File: src/lcats_pkg.sv
// ----------------------------------------------------------------------------
// lcats_pkg
// Widths, request codes and register indexes of the weighing front end.
// ----------------------------------------------------------------------------
package lcats_pkg;

   // window length, a power of two
   localparam int TAPS    = 128;
   localparam int TAPS_W  = $clog2(TAPS);

   localparam int BYTE_W   = 8;
   localparam int RAW_W    = 12;
   localparam int SUM_W    = RAW_W + TAPS_W;
   localparam int GAIN_W   = 18;
   localparam int PREC_W   = 8;
   localparam int GAIN_FRAC = 16;
   localparam int PROD_W   = SUM_W + GAIN_W;
   localparam int SHIFT    = TAPS_W + GAIN_FRAC;
   localparam int MAG_W    = PROD_W - SHIFT;
   localparam int CNT_W    = $clog2(MAG_W);
   localparam int WEIGHT_W = 16;
   localparam int WIDE_W   = (MAG_W + 2 > WEIGHT_W + 1) ? MAG_W + 2 : WEIGHT_W + 1;

   localparam int REQ_W   = 2;
   localparam int CSR_IDX_W  = 2;
   localparam int CSR_DATA_W = 32;

   localparam logic [GAIN_W-1:0] GAIN_RESET = GAIN_W'(46199);
   localparam logic [PREC_W-1:0] PREC_RESET = PREC_W'(5);

   typedef enum logic [REQ_W-1:0] {
      REQ_SAMPLE = 2'd0,
      REQ_TARE   = 2'd1,
      REQ_READ   = 2'd2,
      REQ_NONE   = 2'd3
   } req_code_type;

   typedef enum logic [CSR_IDX_W-1:0] {
      CSR_GAIN      = 2'd0,
      CSR_PRECISION = 2'd1,
      CSR_SPARE2    = 2'd2,
      CSR_SPARE3    = 2'd3
   } csr_index_type;

endpackage

File: src/load_cell_averaging_tare_scale.sv
// ----------------------------------------------------------------------------
// load_cell_averaging_tare_scale
// Moving-average weighing front end with tare, ring of samples in one RAM.
// ----------------------------------------------------------------------------
// One item is handled at a time. A sample is a RAM read, then sum update and
// write back; a tare is done on acceptance. A read takes the difference,
// multiplies by the gain, then runs a bit-serial remainder by the precision
// (one bit of the 14-bit magnitude a cycle; skipped with precision zero) and
// the final rounding, which waits while the previous result is still stalled.
// The block comes out of reset ready, with no clearing pass: ring entries
// not yet written read as zero until the write pointer first wraps.
module load_cell_averaging_tare_scale (
   input  logic                               clock,
   input  logic                               reset,
   input  logic                               req_valid,
   output logic                               req_stall,
   input  logic [lcats_pkg::REQ_W-1:0]        req_type,
   input  logic [lcats_pkg::BYTE_W-1:0]       req_adc_high_byte,
   input  logic [lcats_pkg::BYTE_W-1:0]       req_adc_low_byte,
   output logic                               rsp_valid,
   input  logic                               rsp_stall,
   output logic signed [lcats_pkg::WEIGHT_W-1:0] rsp_weight,
   output logic                               rsp_auto_tared,
   input  logic                               csr_valid,
   output logic                               csr_ready,
   input  logic [lcats_pkg::CSR_IDX_W-1:0]    csr_index,
   input  logic [lcats_pkg::CSR_DATA_W-1:0]   csr_wdata
);
   import lcats_pkg::*;

   typedef enum logic [2:0] {
      ST_IDLE,
      ST_SAMPLE,
      ST_DIFF,
      ST_MUL,
      ST_DIV,
      ST_DONE
   } state_type;

   localparam logic signed [WIDE_W-1:0] W_MAX = WIDE_W'((1 << (WEIGHT_W - 1)) - 1);
   localparam logic signed [WIDE_W-1:0] W_MIN = -W_MAX - WIDE_W'(1);

   state_type           state_ff;
   logic [GAIN_W-1:0]   gain_ff;
   logic [PREC_W-1:0]   prec_ff;
   logic [TAPS_W-1:0]   wr_idx_ff;
   logic                wrapped_ff;
   logic [SUM_W-1:0]    sum_ff;
   logic [SUM_W-1:0]    ref_ff;
   logic                tared_ff;
   logic                auto_ff;
   logic [RAW_W-1:0]    raw_ff;
   logic [RAW_W-1:0]    rd_data_ff;
   logic                neg_ff;
   logic [SUM_W-1:0]    absdiff_ff;
   logic [MAG_W-1:0]    mag_ff;
   logic [MAG_W-1:0]    mag_sh_ff;
   logic [PREC_W-1:0]   rem_ff;
   logic [CNT_W-1:0]    cnt_ff;
   logic                rsp_valid_ff;
   logic signed [WEIGHT_W-1:0] weight_ff;
   logic                auto_out_ff;

   logic [RAW_W-1:0]    ring [TAPS];

   logic                req_accept;
   logic                mem_we;
   logic [RAW_W-1:0]    raw_in;
   logic [RAW_W-1:0]    old_in;
   logic signed [SUM_W:0] diff_in;
   logic [PROD_W-1:0]   prod_in;
   logic [PREC_W:0]     trial_in;
   logic [PREC_W-1:0]   rem_in;
   logic [MAG_W:0]      adj_in;
   logic signed [WIDE_W-1:0] wide_in;
   logic signed [WEIGHT_W-1:0] weight_in;

   assign req_stall  = (state_ff != ST_IDLE);
   assign req_accept = req_valid && !req_stall;
   assign csr_ready  = 1'b1;
   assign rsp_valid  = rsp_valid_ff;
   assign rsp_weight = weight_ff;
   assign rsp_auto_tared = auto_out_ff;
   assign mem_we     = (state_ff == ST_SAMPLE);

   always_comb begin
      raw_in   = {req_adc_high_byte[4:0], req_adc_low_byte[7:1]};
      old_in   = wrapped_ff ? rd_data_ff : '0;
      diff_in  = $signed({1'b0, sum_ff}) - $signed({1'b0, ref_ff});
      prod_in  = PROD_W'(absdiff_ff) * PROD_W'(gain_ff);
      trial_in = {rem_ff, mag_sh_ff[MAG_W-1]};
      rem_in   = (trial_in >= {1'b0, prec_ff}) ? PREC_W'(trial_in - {1'b0, prec_ff})
                                               : trial_in[PREC_W-1:0];
      if (neg_ff) begin
         adj_in = {1'b0, mag_ff} - (MAG_W + 1)'(rem_ff);
      end else if (rem_ff != '0) begin
         adj_in = {1'b0, mag_ff} + (MAG_W + 1)'(prec_ff) - (MAG_W + 1)'(rem_ff);
      end else begin
         adj_in = {1'b0, mag_ff};
      end
      wide_in = neg_ff ? -$signed(WIDE_W'(adj_in)) : $signed(WIDE_W'(adj_in));
      if (wide_in > W_MAX) begin
         weight_in = W_MAX[WEIGHT_W-1:0];
      end else if (wide_in < W_MIN) begin
         weight_in = W_MIN[WEIGHT_W-1:0];
      end else begin
         weight_in = wide_in[WEIGHT_W-1:0];
      end
   end

   // sample ring: read every cycle at the write pointer into a register, written back in ST_SAMPLE
   always_ff @(posedge clock) begin
      if (mem_we) begin
         ring[wr_idx_ff] <= raw_ff;
      end
      rd_data_ff <= ring[wr_idx_ff];
   end

   always_ff @(posedge clock) begin
      if (reset) begin
         state_ff     <= ST_IDLE;
         gain_ff      <= GAIN_RESET;
         prec_ff      <= PREC_RESET;
         wr_idx_ff    <= '0;
         wrapped_ff   <= 1'b0;
         sum_ff       <= '0;
         ref_ff       <= '0;
         tared_ff     <= 1'b0;
         rsp_valid_ff <= 1'b0;
      end else begin
         if (csr_valid && csr_ready) begin
            case (csr_index)
               CSR_GAIN:      gain_ff <= csr_wdata[GAIN_W-1:0];
               CSR_PRECISION: prec_ff <= csr_wdata[PREC_W-1:0];
               default: ;
            endcase
         end
         // in ST_DONE the output register is reloaded below instead
         if (rsp_valid_ff && !rsp_stall && (state_ff != ST_DONE)) begin
            rsp_valid_ff <= 1'b0;
         end
         case (state_ff)
            ST_IDLE: begin
               if (req_accept) begin
                  raw_ff <= raw_in;
                  case (req_type)
                     REQ_SAMPLE: state_ff <= ST_SAMPLE;
                     REQ_TARE: begin
                        ref_ff   <= sum_ff;
                        tared_ff <= 1'b1;
                     end
                     REQ_READ: begin
                        auto_ff <= !tared_ff;
                        if (!tared_ff) begin
                           ref_ff   <= sum_ff;
                           tared_ff <= 1'b1;
                        end
                        state_ff <= ST_DIFF;
                     end
                     default: ;
                  endcase
               end
            end
            ST_SAMPLE: begin
               sum_ff <= sum_ff - SUM_W'(old_in) + SUM_W'(raw_ff);
               if (wr_idx_ff == TAPS_W'(TAPS - 1)) begin
                  wr_idx_ff  <= '0;
                  wrapped_ff <= 1'b1;
               end else begin
                  wr_idx_ff <= wr_idx_ff + TAPS_W'(1);
               end
               state_ff <= ST_IDLE;
            end
            ST_DIFF: begin
               neg_ff     <= diff_in[SUM_W];
               absdiff_ff <= diff_in[SUM_W] ? SUM_W'(-diff_in) : diff_in[SUM_W-1:0];
               state_ff   <= ST_MUL;
            end
            ST_MUL: begin
               mag_ff    <= prod_in[PROD_W-1:SHIFT];
               mag_sh_ff <= prod_in[PROD_W-1:SHIFT];
               rem_ff    <= '0;
               cnt_ff    <= CNT_W'(MAG_W - 1);
               state_ff  <= (prec_ff == '0) ? ST_DONE : ST_DIV;
            end
            ST_DIV: begin
               rem_ff    <= rem_in;
               mag_sh_ff <= {mag_sh_ff[MAG_W-2:0], 1'b0};
               cnt_ff    <= cnt_ff - CNT_W'(1);
               if (cnt_ff == '0) begin
                  state_ff <= ST_DONE;
               end
            end
            ST_DONE: begin
               if (!rsp_valid_ff || !rsp_stall) begin
                  rsp_valid_ff <= 1'b1;
                  weight_ff    <= weight_in;
                  auto_out_ff  <= auto_ff;
                  state_ff     <= ST_IDLE;
               end
            end
            default: state_ff <= ST_IDLE;
         endcase
      end
   end

endmodule

File: config.mk
export PLATFORM = sky130hd
export DESIGN_NAME = load_cell_averaging_tare_scale
export DESIGN_NICKNAME = d
export VERILOG_FILES = /design/src/lcats_pkg.sv /design/src/load_cell_averaging_tare_scale.sv
export SDC_FILE = /design/constraint.sdc
export NUM_CORES = 2
export LEC_CHECK = 0
export ABC_AREA = 1
export BUFFER_PORTS_ARGS = -buffer_cell sky130_fd_sc_hd__buf_2
export CAP_MARGIN = 20
export CELL_PAD_IN_SITES_DETAIL_PLACEMENT = 0
export CELL_PAD_IN_SITES_GLOBAL_PLACEMENT = 1
export CORE_MARGIN = 1.5
export CORE_UTILIZATION = 50
export DETAILED_ROUTE_END_ITERATION = 12
export PLACE_DENSITY_LB_ADDON = 0.12
export SLEW_MARGIN = 10
export SYNTH_ARGS = -nofsm -noshare
export SYNTH_HDL_FRONTEND = slang
export SYNTH_SLANG_ARGS = --single-unit
File: constraint.sdc
create_clock -name clock -period 14.3 [get_ports clock]
set_input_delay 2.86 -clock clock [delete_from_list [all_inputs] [get_ports clock]]
set_output_delay 2.86 -clock clock [all_outputs]
set_load 0.02 [all_outputs]
==> reports/summary.md <==
The flow ran to the end, and the final reports show no timing, DRC or antenna violations. The routed design has 225000 µm of wire. Setup repair after global routing left no endpoint under its margin.

The tightest min-delay check is of the reg2reg type. For this run, the register share of the synthesized area comes to 63.1%. Data on the critical path is required at its endpoint by 14.86 ns. The region available for standard cell placement spans 0.159 mm². The cell area power density came out at 152 mW/mm². Across the VDD grid, the largest voltage drop is 0.206 mV. Synthesis instantiated 64 different standard cells from the library. The setup-violating endpoint count in the final report is 0, and the global-route wire length before repair is 332000 µm. The post-synthesis register bit count is 1715.

Gates resized during post-CTS repair numbered 0. The initialized floorplan defines 146 standard-cell rows. In this run, the number of DRC markers left after iteration 0 of detailed routing was 4972.

Largest driver fanout on the critical path: 18. Static timing analysis puts the maximum clock frequency at 141 MHz. Wire segments on met3 add up to 15000 µm in the final route. The routed wire length on met2 was 110000 µm. Final count of pins violating max slew: 0.

The tools report the kind of end point of the critical path as a register. The highest layer used for signal routing is met4. The tools report the leakage power summed over all cells as 34.6 nW.

In this run the horizontal extent of the chip is 403 µm. During synthesis, Yosys emitted a total of 0 warnings. Counting every instance in the synthesized netlist gives 6699.

The part of the power in the clock network was 34.3%; the number of maximum-capacitance violations was 0. The clock passes through at most 3 buffers. The post-detailed-route count of antenna-violating nets came out at 0. The library cell used most frequently in the layout, excluding fill and tap cells, is sky130_fd_sc_hd__edfxtp_1. Among all stages on the critical path, the largest delay is contributed by sky130_fd_sc_hd__edfxtp_1. The cell area after placement is 0.0835 mm². Final HPWL from detailed placement: 138000 µm. The number of ports placed on the die boundary is 77. The repair_antennas step left the layout with diodes totalling 0. Global routing used 27.7% of the available tracks across all layers.

At the worst endpoint, the arrival time is 7.64 ns. On the critical path the largest part of the delay comes from adder cells. The clock slew seen by the registers of the worst setup and hold paths is 0.06 ns.

The placer's final routability congestion estimate is 0.877. The floorplan step defined a die boundary enclosing 0.163 mm². For this run, the detailed router's first-pass iteration total came to 6. For the number of standard cells in the final layout excluding fillers, the log shows 9071. The library cells used most frequently in the layout, excluding fill and tap cells, are sky130_fd_sc_hd__edfxtp_1, sky130_fd_sc_hd__nand2_1, sky130_fd_sc_hd__inv_1, sky130_fd_sc_hd__nor2_1, sky130_fd_sc_hd__fa_1.

The worst setup path is launched from a register. The layout has 13200 filler cells. The run gives 0.00946 W as the internal portion of total power. The via count of the first global-routing pass is 51400. The synthesized area per cell is 12.0 µm².

In the final routing, the length of wire on met1 measures 91600 µm. In the final design database the tool counted 7391 nets. The switching component of the power was 0.00416 W. At the pin with the least slew margin, the transition time is 1.10 ns. In this run the number of H-tree levels came out at 4. The multi-input combinational cells in the finished layout cover a total of 0.0250 mm². Final global-route overflow total: 0. Counting tap cells, the placed design contains a total of 8747 instances. The most used flip-flop cell after synthesis was sky130_fd_sc_hd__edfxtp_1. The total count of hold-check failures in the final report was 0.

Counting every net in the synthesized netlist gives 7237. Dividing the detail-routed via count by the number of cells gives 5.71. The tools report the root buffer cell as sky130_fd_sc_hd__clkbuf_16. Of the total power, registers draw 41.5%. Worst path buffer plus inverter count: 6.

The area growth from synthesis to layout is 11.5%. Net switching is 30.5% of the power. The share of flip-flops with an asynchronous set or reset was 0%; the starting density of the core was 50.5%. The storage element area is 0.0506 mm², and the count of hold buffers inserted by post-cts repair is 0. For this design, the sink count on the clock tree is 1715.

The final route contains 51800 vias. The tools report the clock buffer count from CTS as 176. In this design, the stage delay of the slowest critical-path cell is 1.06 ns. Buffers added to address setup during post-CTS repair amount to 0. Across the routed clock network, the largest skew measured is 0.0741 ns.

Cells with a size suffix above 1 make up 8.56% of the layout. The run gives 0.84 ns as the clock latency of the later-clocked register in the worst-skew pair. The critical path is of the reg2reg type.

TritonCTS built the clock tree. The synthesized netlist occupies a cell area of 0.0801 mm². In the finished design, the share of the clock period the worst path needs comes to 49.5%. For the final routed database, the setup TNS stands at 0 ns.

The combinational group share of total power is 24.2%, and the pin count of the biggest net entering global routing is 110. Once layout is done, the placed cells without fillers occupy 0.0893 mm². After detailed routing, the average wire length per cell comes to 24.8 µm. The tools report the number of remaining DRC errors as 0.

The number of flops mapped to enable cells by yosys is 1626, and the minimum clock period after layout is 7.08 ns. Headroom to the max-slew limit: 26.5%. The count of buffers added on input and output ports is 57.

Measured along the y axis, the die boundary spans 403 µm. The tools report the number of antenna violations at the first check in global routing as 3.
cell usage after synthesis (all sizes together), types with 10 or more instances:
cell type	instances	area, µm²
a22o	70	613
xnor2	19	166
o21ai	149	753
nor3	31	160
o2bb2ai	20	175
buf	159	793
edfxtp	1626	48800
a22oi	224	1680
nand4	204	1280
a221oi	164	1510
dfxtp	89	1780
nor2	345	1320
fa	293	5870
a21oi	214	1090
ha	188	2350
xor2	46	410
clkbuf	141	529
and3	17	106
a31oi	10	62.6
nand3	166	846
o21bai	10	75.1
inv	875	3280
nand2	1559	5880
power groups by stage:
stage / clock, W / combinational, W / sequential [W]
after floorplan: 0 / 0.00226 / 0.00577
after global placement: 0 / 0.00328 / 0.00576
after detailed placement: 0 / 0.00331 / 0.00576
after CTS: 0.00472 / 0.00333 / 0.00566
after global routing: 0.00490 / 0.00374 / 0.00566
final: 0.00466 / 0.00330 / 0.00566
area by class of cell:
cell class                 count  area share, %
multi-input combinational   3806           28.0
inverter                     878           3.72
sequential                  1715           56.6
clock inverter               115           1.44
clock buffer                 209           5.12
tap                         2072           2.90
timing repair buffer         276           2.20
kinds of logic after synthesis:
group / synth area share, %
AOI/OAI and AO/OA: 7.88
xor gates and xnor gates: 0.720
adders and majority gates: 10.3
buffers and inverters: 5.76
DFF: 63.1
other: 0.00468
and+or+nand+nor: 12.2
worst paths after layout:
path                  from             end  slack [ns]  depth (start not counted)
max          absdiff_ff[5]       mag_ff[5]        7.22                         25
min                auto_ff  rsp_auto_tared        0.42                          0
max reg2reg  absdiff_ff[5]       mag_ff[5]        7.22                         25
min reg2reg        auto_ff  rsp_auto_tared        0.42                          0
sequential cells by signal, summed over array words and instances (netlist names), 3 cells and up:
register	flops
wr_idx_ff	7
rem_ff	8
state_ff	3
cnt_ff	4
prec_ff	8
gain_ff	18
ref_ff	19
sum_ff	19
mag_sh_ff	14
raw_ff	12
rd_data_ff	12
absdiff_ff	19
ring	1536
rsp_weight	16
mag_ff	14
worst reg2reg max path, cell delays in order, from the launching register on:
cell and delay (ns):
sky130_fd_sc_hd__edfxtp_1 1.06, sky130_fd_sc_hd__nand2_1 0.22, sky130_fd_sc_hd__fa_1 0.60, sky130_fd_sc_hd__inv_1 0.06, sky130_fd_sc_hd__fa_1 0.39, sky130_fd_sc_hd__inv_1 0.10
sky130_fd_sc_hd__fa_1 0.42, sky130_fd_sc_hd__inv_1 0.09, sky130_fd_sc_hd__fa_1 0.40, sky130_fd_sc_hd__fa_1 0.50, sky130_fd_sc_hd__inv_1 0.05, sky130_fd_sc_hd__fa_1 0.47
sky130_fd_sc_hd__inv_1 0.04, sky130_fd_sc_hd__ha_1 0.36, sky130_fd_sc_hd__a21oi_1 0.53, sky130_fd_sc_hd__o21ai_0 0.19, sky130_fd_sc_hd__a21oi_1 0.15, sky130_fd_sc_hd__nand2_1 0.25
sky130_fd_sc_hd__nand2_1 0.13, sky130_fd_sc_hd__nand2_1 0.07, sky130_fd_sc_hd__nand2_1 0.07, sky130_fd_sc_hd__nand2_1 0.07, sky130_fd_sc_hd__a21oi_1 0.14, sky130_fd_sc_hd__inv_1 0.07
sky130_fd_sc_hd__or2_2 0.28, sky130_fd_sc_hd__and2_1 0.15
per-stage QoR:
step	power (W)	hold WS, ns	setup slack [ns]	util (%)
5_1_grt	0.0143	0.433	6.82	56.3
6_report	0.0136	0.421	7.22	56.3
4_1_cts	0.0137	0.421	7.20	56.3
3_3_place_gp	0.00904	0.406	7.26	52.6
3_5_place_dp	0.00908	0.406	7.18	52.6
2_1_floorplan	0.00803	0.400	8.45	-
metal layers:
layer,vias up,global-route usage (%)
li1,23600,-
met1,26000,36.3
met2,1823,47.1
met3,398,4.23
met4,0,9.87
met5,-,0
Power figures use the tool's default switching activity.
